[src/hw/rtl/ple_pkg.sv]
// package for the positional list engine: command, status and cell control types
// no dependencies

package ple_pkg;

    localparam int unsigned DepthDefault = 128;
    localparam int unsigned DataW        = 32;
    localparam int unsigned PosW         = 8;
    localparam int unsigned CmdW         = 3;
    localparam int unsigned StatusW      = 2;

    typedef enum logic [CmdW-1:0] {
        CMD_GET    = 3'd0,
        CMD_SET    = 3'd1,
        CMD_INSERT = 3'd2,
        CMD_REMOVE = 3'd3,
        CMD_CLEAR  = 3'd4
    } t_cmd;

    typedef enum logic [StatusW-1:0] {
        ST_OK      = 2'd0,
        ST_BAD_POS = 2'd1,
        ST_FULL    = 2'd2,
        ST_EMPTY   = 2'd3
    } t_status;

    typedef enum logic [1:0] {
        OP_HOLD       = 2'd0,
        OP_WRITE      = 2'd1,
        OP_SHIFT_UP   = 2'd2,
        OP_SHIFT_DOWN = 2'd3
    } t_cell_op;

    typedef struct packed {
        t_cell_op            op;
        logic [PosW-1:0]     idx;
        logic [DataW-1:0]    value;
    } t_cell_ctrl;

endpackage

[src/hw/rtl/ple_cell.sv]
// one storage cell of the list chain: holds one entry, takes a neighbor on shifts
// depends on ple_pkg

module ple_cell
    import ple_pkg::*;
#(
    parameter int unsigned CELL_IDX = 0
) (
    input  logic             i_clk,
    input  t_cell_ctrl       i_ctrl,
    input  logic [DataW-1:0] i_left,
    input  logic [DataW-1:0] i_right,
    output logic [DataW-1:0] o_data,
    output logic [DataW-1:0] o_rd_data
);

    localparam logic [PosW-1:0] K = PosW'(CELL_IDX);

    logic [DataW-1:0] r_data;
    logic [DataW-1:0] n_data;
    logic             w_hit;
    logic             w_above;

    assign w_hit   = (i_ctrl.idx == K);
    assign w_above = (K > i_ctrl.idx);

    always_comb begin
        n_data = r_data;
        case (i_ctrl.op)
            OP_WRITE: begin
                if (w_hit) n_data = i_ctrl.value;
            end
            OP_SHIFT_UP: begin
                if (w_hit) n_data = i_ctrl.value;
                else if (w_above) n_data = i_left;
            end
            OP_SHIFT_DOWN: begin
                if (w_hit || w_above) n_data = i_right;
            end
            default: n_data = r_data;
        endcase
    end

    always_ff @(posedge i_clk) begin
        r_data <= n_data;
    end

    assign o_data    = r_data;
    assign o_rd_data = w_hit ? r_data : '0;

endmodule

[config.mk]
export PLATFORM = sky130hd
export DESIGN_NAME = ple_cell
export DESIGN_NICKNAME = d
export VERILOG_FILES = /design/src/hw/rtl/ple_pkg.sv /design/src/hw/rtl/ple_cell.sv
export SDC_FILE = /design/constraint.sdc
export NUM_CORES = 1
export LEC_CHECK = 0
export ABC_CLOCK_PERIOD_IN_PS = 2850
export BUFFER_PORTS_ARGS = -buffer_cell sky130_fd_sc_hd__buf_2
export CORE_MARGIN = 4
export CORE_UTILIZATION = 36
export CTS_CLUSTER_SIZE = 30
export DETAILED_ROUTE_END_ITERATION = 10
export PLACE_DENSITY = 0.8
export SYNTH_ARGS = -nofsm -noshare
export SYNTH_HDL_FRONTEND = slang
export SYNTH_SLANG_ARGS = --single-unit
[constraint.sdc]
create_clock -name i_clk -period 2.85 [get_ports i_clk]
set_input_delay 0.1425 -clock i_clk [delete_from_list [all_inputs] [get_ports i_clk]]
set_output_delay 0.1425 -clock i_clk [all_outputs]
set_load 0.02 [all_outputs]
==> impl_metrics.yaml, run 1 <==
logic_synthesis:
  synth-simple-area-share: 0.2508
  yosys.area.top_type: "edfxtp_1"
  synth_top_family_by_area: "simple AND/OR/NAND/NOR gates"
  synth-seq-cells: 32
  syn_inst: 236
  synth.avg_cell_area_um2: 9.469
  synth_area_leaders: "edfxtp_1 43%, a22oi_1 11%, o211ai_1 11%"
  yosysUniqueCellTypes: 18
  synth.cell_area_mm2: 0.002235
  synth_ff_type: "edfxtp_1"
  synth_warnings: 0
  synth-compound-area-share: 0.2189
  postSynth.asyncResetShare: 0
  synth-edff-count: 32
  syn-num-nets: 346
  synth.top_cell.area_share: 0.4300
  synth_xor_area_frac: 0
  synthMuxAreaShare: 0
  synth_fa_ha_area_frac: 0.01680
  seq_area_frac_synth: 0.4300
power_and_ir_drop:
  power.share.combinational: 0.281
  power_density_mw_per_mm2: 413.9
  total_power_mw: 1.318
  p_sw_frac: 0.3125
  p_sw_mw: 0.4120
  internal_power_mw: 0.9065
  power.share.clock: 0.244
  p_leak_nw: 1.514
  p_seq_frac: 0.475
  ir_worst_vdd_mv: 0.2618
worst_setup_path:
  cp-start-kind: "primary input"
  cpPeakStageDelay_ns: 0.55
  path_cells: "buf_2 > inv_1 > ha_2 > buf_4 > nor2_2 > buf_4 > a22oi_1 > o211ai_1"
  crit_type: "in -> reg"
  critPathMostFrequentCell: "buf_4"
  cp.required_ns: 2.86
  critPathArrivalTime_ns: 1.95
  crit_buf_inv: 4
  crit_fanout: 34
  crit_path_end_kind: "flop"
  worst_path_max_delay_cell: "ha_2"
  path_delay_family: "buffers and inverters"
sta:
  timing.fmax_mhz: 516.6
  hold_viol_final: 0
  tightest_slew_ns: 0.5908
  finalWorstSetupSlack_ns: 0.9141
  rsz0062_at_grt: "no"
  slew_viol_final: 0
  tns_ns: 0
  post-route-period-util: 0.6793
  max_slew_margin: 0.6047
  period_minus_slack_ns: 1.936
  setup_viol_count_final: 0
grt:
  grt_pass1_wl_mm: 11.58
  grt.overflow.total: 0
  grt_pass1_vias: 2502
  antenna_found_initial: 0
  grt_max_degree: 65
  grt.total_usage: 0.1930
route:
  drtIter0Drc: 141
  post-route-drc-count: 0
  ant_nets: 0
  firstDrtPassIters: 4
  avgViaCountPerCell: 5.631
  vias: 2607
  wl_per_cell_um: 16.30
  wl_mm: 7.548
clock_network:
  ctsResizeCount: 0
  cts_tree: "built"
  cts_buffer_depth: 2
  cts_buffers: 5
  cts_sinks: 32
  root_buffer: "clkbuf_8"
  h-tree-depth: 2
  clk_pin_slew_ns: 0.07
  ctsHoldBuffers: 0
  post-cts-setup-buffers: 0
placement:
  dp_slack_ns: 0.6197
  dpl.cell_count: 456
  io_buffers: 170
  place.gp.congestion: 0.7313
  dp_hpwl_mm: 5.445
floorplanning:
  fp.dieH_um: 86.79
  die_w_um: 86.79
  initial_core_util: 0.3752
  io_pins: 171
  die-area_mm2: 0.007532
  core_region_area_mm2: 0.005956
  core.rowCount: 28
cells_and_area:
  largest_reg_flops: 32
  drive_gt1_frac: 0.4820
  fillers: 560
  fin_cells: 463
  areaGrowthSynthToFinish_pct: 42.55
  diodes: 0
  fin_nets: 498
hold_path:
  hold_class: "in -> reg"
run:
  maxCapViolCount: 0
run_status:
  outcome: "finished clean"
[per-layer routing]
layer	up-vias	wire, um	track usage
li1	1245	-	-
met1	1216	2828	0.2290
met2	138	3921	0.3471
met3	8	701	0.03897
met4	0	97	0.05949
met5	-	0	0
[metrics by stage]
stage	area (um^2)	hold WS (ns)	utilization
5_1_grt	3186	0.2089	0.5349
3_3_place_gp	3109	0.4804	0.5221
2_1_floorplan	2241	0.3803	-
3_5_place_dp	3109	0.4904	0.5221
4_1_cts	3186	0.1969	0.5349
6_report	3186	0.1979	0.5349
[power by group through the flow]
stage                     clock [mW]  sequential (mW)  combinational (mW)
final                          0.322            0.626               0.371
after global routing           0.355            0.633               0.402
after CTS                      0.330            0.626               0.373
after detailed placement           0            0.635               0.374
after global placement             0            0.632               0.366
after floorplan                    0            0.707               0.121
[area by class of cell]
class,instances,area (um^2),area share
Multi-Input combinational cell,169,1127,0.3539
Sequential cell,32,960.9,0.3016
Timing Repair Buffer,177,915.9,0.2875
Tap cell,75,93.84,0.02946
Clock buffer,5,68.82,0.02160
Inverter,3,11.26,0.003535
Clock inverter,2,7.507,0.002357
[tightest hold or removal path: cells and delay by family]
family,cells,cell delay [ns]
buffers and inverters,1,0.07
AOI/OAI and AO/OA,2,0.15
[layout by cell type (no fill, tap or decap)]
cell type and n:
buf_2 170, nand2_1 32, a22oi_1 32, nand4_1 32, o211ai_1 32, and3_1 32
edfxtp_1 32, buf_4 6, clkbuf_8 5, inv_1 3, nor4_4 2, ha_1 2
clkinv_1 2, and2_1 1, nor2_2 1, nor3_1 1, a2bb2oi_4 1, ha_2 1
buf_12 1
[cell families (layout without fill, tap and decap cells)]
logic type                 after synthesis  in the layout
DFF                                     32             32
adders and majority gates                3              3
AOI/OAI and AO/OA                       65             65
and+or+nand+nor                        101            101
buffers and inverters                   35            187
[worst paths after layout]
check  slack (ns)        from  cells after the start              endpoint
max          0.91  i_ctrl[40]                      8  o_data[13]$_DFFE_PP_
min          0.20  i_right[2]                      3   o_data[2]$_DFFE_PP_
Power figures use the tool's default switching activity.
==> run 2: changes to the inputs <==
--- a/config.mk
+++ b/config.mk
@@ -5,13 +5,14 @@
 export SDC_FILE = /design/constraint.sdc
 export NUM_CORES = 1
 export LEC_CHECK = 0
-export ABC_CLOCK_PERIOD_IN_PS = 2850
+export ABC_AREA = 1
+export ABC_CLOCK_PERIOD_IN_PS = 1900
 export BUFFER_PORTS_ARGS = -buffer_cell sky130_fd_sc_hd__buf_2
 export CORE_MARGIN = 4
-export CORE_UTILIZATION = 36
+export CORE_UTILIZATION = 42
 export CTS_CLUSTER_SIZE = 30
 export DETAILED_ROUTE_END_ITERATION = 10
-export PLACE_DENSITY = 0.8
+export PLACE_DENSITY = 0.84
 export SYNTH_ARGS = -nofsm -noshare
 export SYNTH_HDL_FRONTEND = slang
 export SYNTH_SLANG_ARGS = --single-unit
==> constraint.sdc (replaced) <==
create_clock -name i_clk -period 1.9 [get_ports i_clk]
set_input_delay 0.095 -clock i_clk [delete_from_list [all_inputs] [get_ports i_clk]]
set_output_delay 0.095 -clock i_clk [all_outputs]
set_load 0.02 [all_outputs]
==> run 2 against run 1 <==
Cell count is 22% higher. Final area rose by 7.6%. Setup slack worse by 0.52 ns. Critical endpoint is now o_rd_data[29]. Largest power group unchanged. First-iteration DRC count is 5.7% lower.
==> impl_metrics.yaml, run 2 <==
grt:
  antenna_found_initial: 0
  grt_max_degree: 33
  grt_util_met3: 0.05005
  grt.overflow.total: 0
  grt.total_usage: 0.2067
  grtUsageMet2: 0.3843
  grt_pass1_wl_mm: 12.07
  grt_pass1_vias: 2653
  met1_usage: 0.2341
  grt_busiest_layer: "met2"
logic_synthesis:
  yosysMostFrequentCell: "inv_1"
  synth.avg_cell_area_um2: 7.492
  synth.cell_area_mm2: 0.002465
  synth_ff_type: "edfxtp_1"
  synth_top_cells_by_count: "67 x inv_1, 64 x nand2_1, 37 x nor2_1"
  synth-seq-cells: 32
  synth.top_cell.area_share: 0.3898
  seq_area_frac_synth: 0.3898
  postSynth.asyncResetShare: 0
  syn-num-nets: 439
  synth-edff-count: 32
  yosys.area.top_type: "edfxtp_1"
  synth_area_leaders: "edfxtp_1 39%, inv_1 10%, a22oi_1 9.7%"
  syn_inst: 329
  yosysUniqueCellTypes: 18
  synth_warnings: 0
sta:
  max_slew_margin: 0.4933
  period_minus_slack_ns: 1.503
  setup_viol_count_final: 0
  hold_viol_final: 0
  rsz0062_at_grt: "no"
  tightest_slew_ns: 0.7583
  slew_viol_final: 0
  tns_ns: 0
  post-route-period-util: 0.7911
  timing.fmax_mhz: 665.3
route:
  wl_per_cell_um: 13.85
  avgViaCountPerCell: 4.927
  firstDrtPassIters: 5
  wl_mm: 7.811
  drtIter0Drc: 133
  ant_nets: 0
  post-route-drc-count: 0
  vias: 2779
placement:
  place.gp.congestion: 0.7645
  dp_hpwl_mm: 5.973
  io_buffers: 170
clock_network:
  clk_pin_slew_ns: 0.07
  cts_tree: "built"
  ctsHoldBuffers: 0
  post-cts-setup-buffers: 0
  cts_buffer_depth: 2
  h-tree-depth: 2
  root_buffer: "clkbuf_8"
  cts_buffers: 5
  ctsResizeCount: 0
  cts_sinks: 32
cells_and_area:
  final_common_cell: "buf_2"
  fin_nets: 602
  largest_reg_flops: 32
  areaGrowthSynthToFinish_pct: 39.09
  fillers: 510
  layout_common_cells: "170 x buf_2, 67 x inv_1, 64 x nand2_1, 37 x nor2_1"
  drive_gt1_frac: 0.3902
  post-route-util: 0.6113
  diodes: 0
power_and_ir_drop:
  total_power_mw: 2.037
  p_seq_frac: 0.463
  ir_worst_vdd_mv: 0.4436
  power.share.clock: 0.246
  p_sw_mw: 0.6550
  p_sw_frac: 0.3217
  p_leak_nw: 1.926
  power.share.combinational: 0.291
  power_density_mw_per_mm2: 594.0
  internal_power_mw: 1.381
worst_setup_path:
  cp-start-kind: "primary input"
  crit_fanout: 32
  crit_path_end_kind: "output pin"
  cp.required_ns: 1.80
  crit_type: "in -> out"
  critPathArrivalTime_ns: 1.41
run_status:
  outcome: "finished clean"
floorplanning:
  core.rowCount: 27
  fp.dieH_um: 84.61
  initial_core_util: 0.4395
  die_w_um: 84.61
  io_pins: 171
  core_region_area_mm2: 0.005608
  die-area_mm2: 0.007158
hold_path:
  hold_class: "in -> reg"
run:
  maxCapViolCount: 0
-- run 2: cell count changes in the layout (fill, tap and decap cells not counted), sizes merged, moves of 2 or more --
| cell | change |
|---|---|
| nand3 | +32 |
| o211ai | -32 |
| nor2 | +38 |
| buf | +2 |
| inv | +65 |
| and3 | -32 |
| nor4 | -2 |
| nand4 | -32 |
| nand2 | +34 |
| o21bai | +32 |
-- run 2: per-layer routing --
metal | up-vias | part of all wire | routed length, um
met1 | 1227 | 0.38 | 2989
li1 | 1386 | - | -
met4 | 0 | 0.012 | 94
met3 | 8 | 0.089 | 697
met5 | - | 0 | 0
met2 | 158 | 0.52 | 4030
-- run 2: power by group through the flow --
stage	Combinational (mW)	Sequential, mW	Clock, mW
detailed placement	0.594	0.958	0
global route	0.649	0.955	0.550
CTS	0.595	0.944	0.512
global placement	0.578	0.955	0
floorplan	0.223	1.07	0
finish	0.593	0.943	0.501
-- run 2: path summary, 6_finish.rpt --
path	cells after the start	start	end	slack, ns
max	8	i_ctrl[33]	o_rd_data[29]	0.40
min	3	i_right[19]	o_data[19]$_DFFE_PP_	0.12
-- run 2: final cells by class --
cell class | instances | area [um^2] | share of cell area
Clock inverter | 2 | 12.51 | 0.003650
Tap cell | 72 | 90.09 | 0.02628
Sequential cell | 32 | 960.9 | 0.2803
Inverter | 68 | 255.2 | 0.07445
Multi-Input combinational cell | 206 | 1122 | 0.3274
Clock buffer | 5 | 68.82 | 0.02007
Timing Repair Buffer | 179 | 918.4 | 0.2679
-- run 2: kinds of logic after synthesis --
family	Yosys count	share of synthesized area
buf+inv	91	0.1594
fa+ha+maj	3	0.01523
flops	32	0.3898
simple gates	138	0.2386
compound gates	65	0.1970
-- run 2: critical path, stage by stage --
cell	delay, ns
buf_2	0.10
nor2_1	0.12
nand2_2	0.11
nor2_8	0.22
buf_4	0.19
inv_2	0.23
nor2_1	0.16
buf_2	0.18
-- run 2: stage by stage --
step	hold WS (ns)	cells	setup WS (ns)	cell area (um^2)
finish	0.1189	564	0.3970	3428
global route	0.1089	564	0.1931	3428
CTS	0.1086	564	0.3808	3428
detailed placement	0.4040	557	0.3850	3347
global placement	0.4008	557	0.4268	3347
floorplan	0.2994	329	0.1092	2476
